File: config.mk
export PLATFORM = sky130hd
export DESIGN_NAME = dds_ctrl
export DESIGN_NICKNAME = d
export VERILOG_FILES = /design/src/dds_pkg.sv /design/src/dds_ctrl.sv
export SDC_FILE = /design/constraint.sdc
export NUM_CORES = 1
export LEC_CHECK = 0
export BUFFER_PORTS_ARGS = -buffer_cell sky130_fd_sc_hd__buf_2
export CAP_MARGIN = 20
export CORE_AREA = 5 5 42 44
export DETAILED_ROUTE_END_ITERATION = 7
export DIE_AREA = 0 0 47 49
export GPL_TIMING_DRIVEN = 0
export PLACE_DENSITY_LB_ADDON = 0.25
export SYNTH_ARGS = -nofsm -noshare
export SYNTH_HDL_FRONTEND = slang
export SYNTH_SLANG_ARGS = --single-unit
File: constraint.sdc
create_clock -name i_clk -period 1.2 [get_ports i_clk]
set_input_delay 0.36 -clock i_clk [delete_from_list [all_inputs] [get_ports i_clk]]
set_output_delay 0.36 -clock i_clk [all_outputs]
set_load 0.03 [all_outputs]
File: src/dds_pkg.sv
// dds_pkg: shared types, constants and codes for the diamond-difference sweep block
// no dependencies; imported by the interfaces and every module of the block but dds_ram
package dds_pkg;

    // field widths
    localparam int unsigned FLUX_W  = 32;
    localparam int unsigned XS_W    = 31;
    localparam int unsigned SIZE_W  = 7;
    localparam int unsigned GRP_W   = 5;
    localparam int unsigned COS_W   = 17;
    localparam int unsigned COEF_W  = 30;
    localparam int unsigned DEN_W   = 33;
    localparam int unsigned NUM_W   = 64;
    localparam int unsigned STEP_W  = 7;
    localparam int unsigned CIDX_W  = 3;

    // coefficient cap
    localparam logic [COEF_W-1:0] COEF_MAX = '1;

    // signed 32-bit limits
    localparam logic [FLUX_W-1:0] S32_MAX = 32'h7FFF_FFFF;
    localparam logic [FLUX_W-1:0] S32_MIN = 32'h8000_0000;

    // divider step counts
    localparam logic [STEP_W-1:0] COEF_STEPS = 7'd34;
    localparam logic [STEP_W-1:0] FLUX_STEPS = 7'd64;

    // configuration register indexes
    localparam logic [CIDX_W-1:0] CFG_CELLS_X = 3'd0;
    localparam logic [CIDX_W-1:0] CFG_CELLS_Y = 3'd1;
    localparam logic [CIDX_W-1:0] CFG_CELLS_Z = 3'd2;
    localparam logic [CIDX_W-1:0] CFG_GROUPS  = 3'd3;
    localparam logic [CIDX_W-1:0] CFG_COS_X   = 3'd4;
    localparam logic [CIDX_W-1:0] CFG_COS_Y   = 3'd5;
    localparam logic [CIDX_W-1:0] CFG_COS_Z   = 3'd6;

    // operand select codes: three coefficients, then the flux numerator
    localparam logic [1:0] SEL_A = 2'd0;
    localparam logic [1:0] SEL_B = 2'd1;
    localparam logic [1:0] SEL_C = 2'd2;
    localparam logic [1:0] SEL_N = 2'd3;

    typedef struct packed {
        logic [FLUX_W-1:0] source;
        logic [XS_W-1:0]   total_xs;
        logic [XS_W-1:0]   width_x;
        logic [XS_W-1:0]   width_y;
        logic [XS_W-1:0]   width_z;
        logic [FLUX_W-1:0] inflow_x;
        logic [FLUX_W-1:0] inflow_y;
        logic [FLUX_W-1:0] inflow_z;
    } t_in_word;

    typedef struct packed {
        logic [FLUX_W-1:0] flux;
        logic [FLUX_W-1:0] outflow_x;
        logic [FLUX_W-1:0] outflow_y;
        logic [FLUX_W-1:0] outflow_z;
        logic              sweep_end;
        logic              saturated;
    } t_out_word;

    // controller to datapath
    typedef struct packed {
        logic       load;
        logic       div_go;
        logic       mul;
        logic       acc;
        logic       fin;
        logic [1:0] sel;
    } t_cmd;

    // datapath to controller
    typedef struct packed {
        logic div_done;
        logic out_free;
    } t_stat;

endpackage

File: src/dds_ctrl.sv
// dds_ctrl: sequencing state machine for one item
// depends on dds_pkg; drives the datapath through t_cmd and watches t_stat
module dds_ctrl (
    input  logic           i_clk,
    input  logic           i_rst_n,
    input  logic           i_in_valid,
    output logic           o_in_ready,
    input  dds_pkg::t_stat i_stat,
    output dds_pkg::t_cmd  o_cmd
);
    import dds_pkg::*;

    localparam logic [2:0] S_IDLE = 3'd0;
    localparam logic [2:0] S_DGO  = 3'd1;
    localparam logic [2:0] S_DWT  = 3'd2;
    localparam logic [2:0] S_MUL0 = 3'd3;
    localparam logic [2:0] S_MUL1 = 3'd4;
    localparam logic [2:0] S_MUL2 = 3'd5;
    localparam logic [2:0] S_MUL3 = 3'd6;
    localparam logic [2:0] S_FIN  = 3'd7;

    logic [2:0] r_state, n_state;
    logic [1:0] r_sel, n_sel;

    always_ff @(posedge i_clk) begin
        if (!i_rst_n) begin
            r_state <= S_IDLE;
            r_sel   <= SEL_A;
        end else begin
            r_state <= n_state;
            r_sel   <= n_sel;
        end
    end

    // next state and commands
    always_comb begin
        n_state    = r_state;
        n_sel      = r_sel;
        o_in_ready = 1'b0;
        o_cmd      = '0;
        o_cmd.sel  = r_sel;
        case (r_state)
            S_IDLE: begin
                o_in_ready = 1'b1;
                if (i_in_valid) begin
                    o_cmd.load = 1'b1;
                    n_sel      = SEL_A;
                    n_state    = S_DGO;
                end
            end
            S_DGO: begin
                o_cmd.div_go = 1'b1;
                n_state      = S_DWT;
            end
            S_DWT: begin
                if (i_stat.div_done) begin
                    if (r_sel == SEL_N) begin
                        n_state = S_FIN;
                    end else if (r_sel == SEL_C) begin
                        n_state = S_MUL0;
                    end else begin
                        n_sel   = r_sel + 1'b1;
                        n_state = S_DGO;
                    end
                end
            end
            S_MUL0: begin
                o_cmd.mul = 1'b1;
                o_cmd.sel = SEL_A;
                n_state   = S_MUL1;
            end
            S_MUL1: begin
                o_cmd.mul = 1'b1;
                o_cmd.acc = 1'b1;
                o_cmd.sel = SEL_B;
                n_state   = S_MUL2;
            end
            S_MUL2: begin
                o_cmd.mul = 1'b1;
                o_cmd.acc = 1'b1;
                o_cmd.sel = SEL_C;
                n_state   = S_MUL3;
            end
            S_MUL3: begin
                o_cmd.acc = 1'b1;
                n_sel     = SEL_N;
                n_state   = S_DGO;
            end
            S_FIN: begin
                if (i_stat.out_free) begin
                    o_cmd.fin = 1'b1;
                    n_state   = S_IDLE;
                end
            end
            default: begin
                n_state = S_IDLE;
            end
        endcase
    end
endmodule

==> flow_summary.yaml <==
setup_path:
  cp_max_fo: 4
  rrSetupSlack_ns: 0.07
  critPathLaunchType: "register"
  r2r_cells: 6
  cp.required_ns: 0.84
  worstPathArrival_ns: 1.20
  path_class: "register to output port"
  end_kind: "output port"
synth:
  synth_top_area_share_pct: 23.9
  synth-seq-area-share_pct: 23.9
  syn-num-nets: 58
  synth-warning-count: 0
  synthesis.instances: 51
  netlist_area_sq_um: 419
  yosys.area.top_type: "dfxtp_1"
  syn_area_per_cell_sq_um: 8.22
  ys_top_cells_by_area: "dfxtp_1 (24%), mux2i_1 (7.2%), ha_1 (6.0%)"
  synth_seq_cells: 5
  ys_types: 28
drt:
  drt_pass1_iterations: 4
  vias_per_cell: 4.93
  wl_microns: 1080
  wire_per_inst_microns: 11.8
  ant_nets: 0
  post-route-drc-count: 0
  drt_iter0_drc: 14
  vias: 449
pwr:
  peakVddDrop_uv: 559
  p_per_area_nw_per_um2: 955
  finalPower_w: 0.000704
  cellLeakagePower_nw: 0.323
clocking:
  cts_root_buf: "clkbuf_4"
  cts.clk_slew.worst_paths_ns: 0.05
  hold_buffers: 0
  cts_sinks: 5
  htree_levels: 1
  clk_latency_ns: 0.25
  cts_buffer_depth: 2
  cts_buffers: 3
  cts_tree: "yes"
timing:
  layout_min_cycle_time_ns: 1.56
  drv_slew: 0
  setup_viol: 8
  setup_ws_ns: -0.356
  period_share_pct: 130
  finClkSkew_ns: 0.00915
  relSlewSlack_pct: 85.4
  worst_pin_slew_ns: 0.217
  rsz0062_at_grt: "yes"
  max_clock_freq_mhz: 643
  hold_violations: 0
  timing.hold.ws_ns: 0.350
final_layout:
  finish.net_count: 83
  nFillCells: 143
  syn_to_final_growth_pct: 75.8
  layout_commonest_cell: "buf_6"
  drive_above_1_share_pct: 62.7
  final_cell_area_sq_um: 737
  layout_common_cells: "buf_6 (9), buf_4 (7), nand2_1 (5), buf_2 (4)"
  num_antenna_cells: 0
global_route:
  antenna_found_initial: 0
  grt_pass1_wl_microns: 1750
  grt_start_max_net_pins: 11
  met2_usage_pct: 15.6
  grtUsageMet1_pct: 12.3
  grt-ovfl-total: 0
  grt_busiest_layer: "met2"
  grt_pass1_vias: 395
  grt_use_met3_pct: 7.01
  grt_usage_pct: 11.0
die:
  start_util_pct: 29.9
  dieWidth_microns: 47
  die_h_microns: 49
  row_count: 14
  io_pins: 13
  core-area_sq_um: 1400
  dieArea_sq_um: 2300
min_path:
  holdPathStages: 2
  hp-class: "primary input to register"
outcome:
  violations: "negative setup slack"
  status: "finished with violations"
placement:
  place_area_sq_um: 562
  port_buffers: 12
  gp_congestion: 0.726
  dp_hpwl_microns: 747
job:
  drv_cap: 0
-- path summary, 6_finish.rpt --
| check | start | endpoint |
|---|---|---|
| worst max-delay path | r_state[2] | o_cmd[1] |
| worst max register to register | r_sel[0] | r_state[1] |
| worst min register to register | r_sel[0] | r_sel[0] |
| worst min-delay path | i_stat[0] | r_state[2] |
-- what timing repair did --
item                                    4_1_cts  5_1_grt
endpoints found under the hold margin         0        0
endpoints found under the setup margin        8       11
gates resized for setup                      21        3
gates cloned                                  0        1
pin swaps                                     1        2
buffers inserted                              5        2
-- sequential cells by signal (all words and copies together) (netlist names) --
register  flops
r_sel         2
r_state       3
-- cell type report --
type,instances,area [sq um],area share [%]
buffer,3,41.3,5.60
inverter,3,11.3,1.53
tap,16,20.0,2.72
timing repair buffer,20,188,25.5
multi-input combinational,40,340,46.2
clock buffer,4,26.3,3.57
sequential,5,110,14.9
-- logic make-up after synthesis --
logic type                 after synthesis  synth area share [%]
muxes                                    3                  7.16
buffers and inverters                    6                  9.25
adders and majority gates                2                  5.97
AOI/OAI and AO/OA                       13                  20.6
and+or+nand+nor                         22                  33.1
DFF                                      5                  23.9
-- synth_stat cells (all sizes together) --
master  instances
nand2           6
o21ai           6
dfxtp           5
nor2            4
buf             3
inv             3
mux2i           3
a21oi           2
a311oi          2
ha              2
nand3           2
nor2b           2
nor3            2
a21o            1
a32oi           1
and2b           1
and3            1
and4            1
nand2b          1
nand3b          1
nor3b           1
o21a            1
-- per-stage QoR --
step	setup TNS, ns	cells	utilization (%)	setup WS (ns)
2_1_floorplan	-0.162	51	-	-0.0733
3_3_place_gp	-0.643	79	40.1	-0.162
3_5_place_dp	-0.678	79	40.1	-0.168
4_1_cts	-2.31	88	49.1	-0.352
5_1_grt	-2.64	91	52.6	-0.434
6_report	-2.23	91	52.6	-0.356
-- power by group --
part | internal (W) | switching (W) | leakage (nW) | total (W)
clock | 0.000126 | 0.0000765 | 0.0150 | 0.000203
combinational | 0.000159 | 0.000146 | 0.265 | 0.000305
sequential | 0.000178 | 0.0000175 | 0.0430 | 0.000196
total | 0.000464 | 0.000240 | 0.323 | 0.000704
-- routing by layer --
metal	wire length [microns]	up-vias
li1	-	231
met1	455	204
met2	541	14
met3	81	0
met4	0	0
met5	0	-
-- worst max-delay path, stage by stage, from the launching register on --
cell     delay, ns
dfxtp_2       0.35
nor2b_4       0.19
mux2i_1       0.22
a21oi_2       0.05
buf_6         0.13
Note: power is estimated with default switching activity, not from simulation.
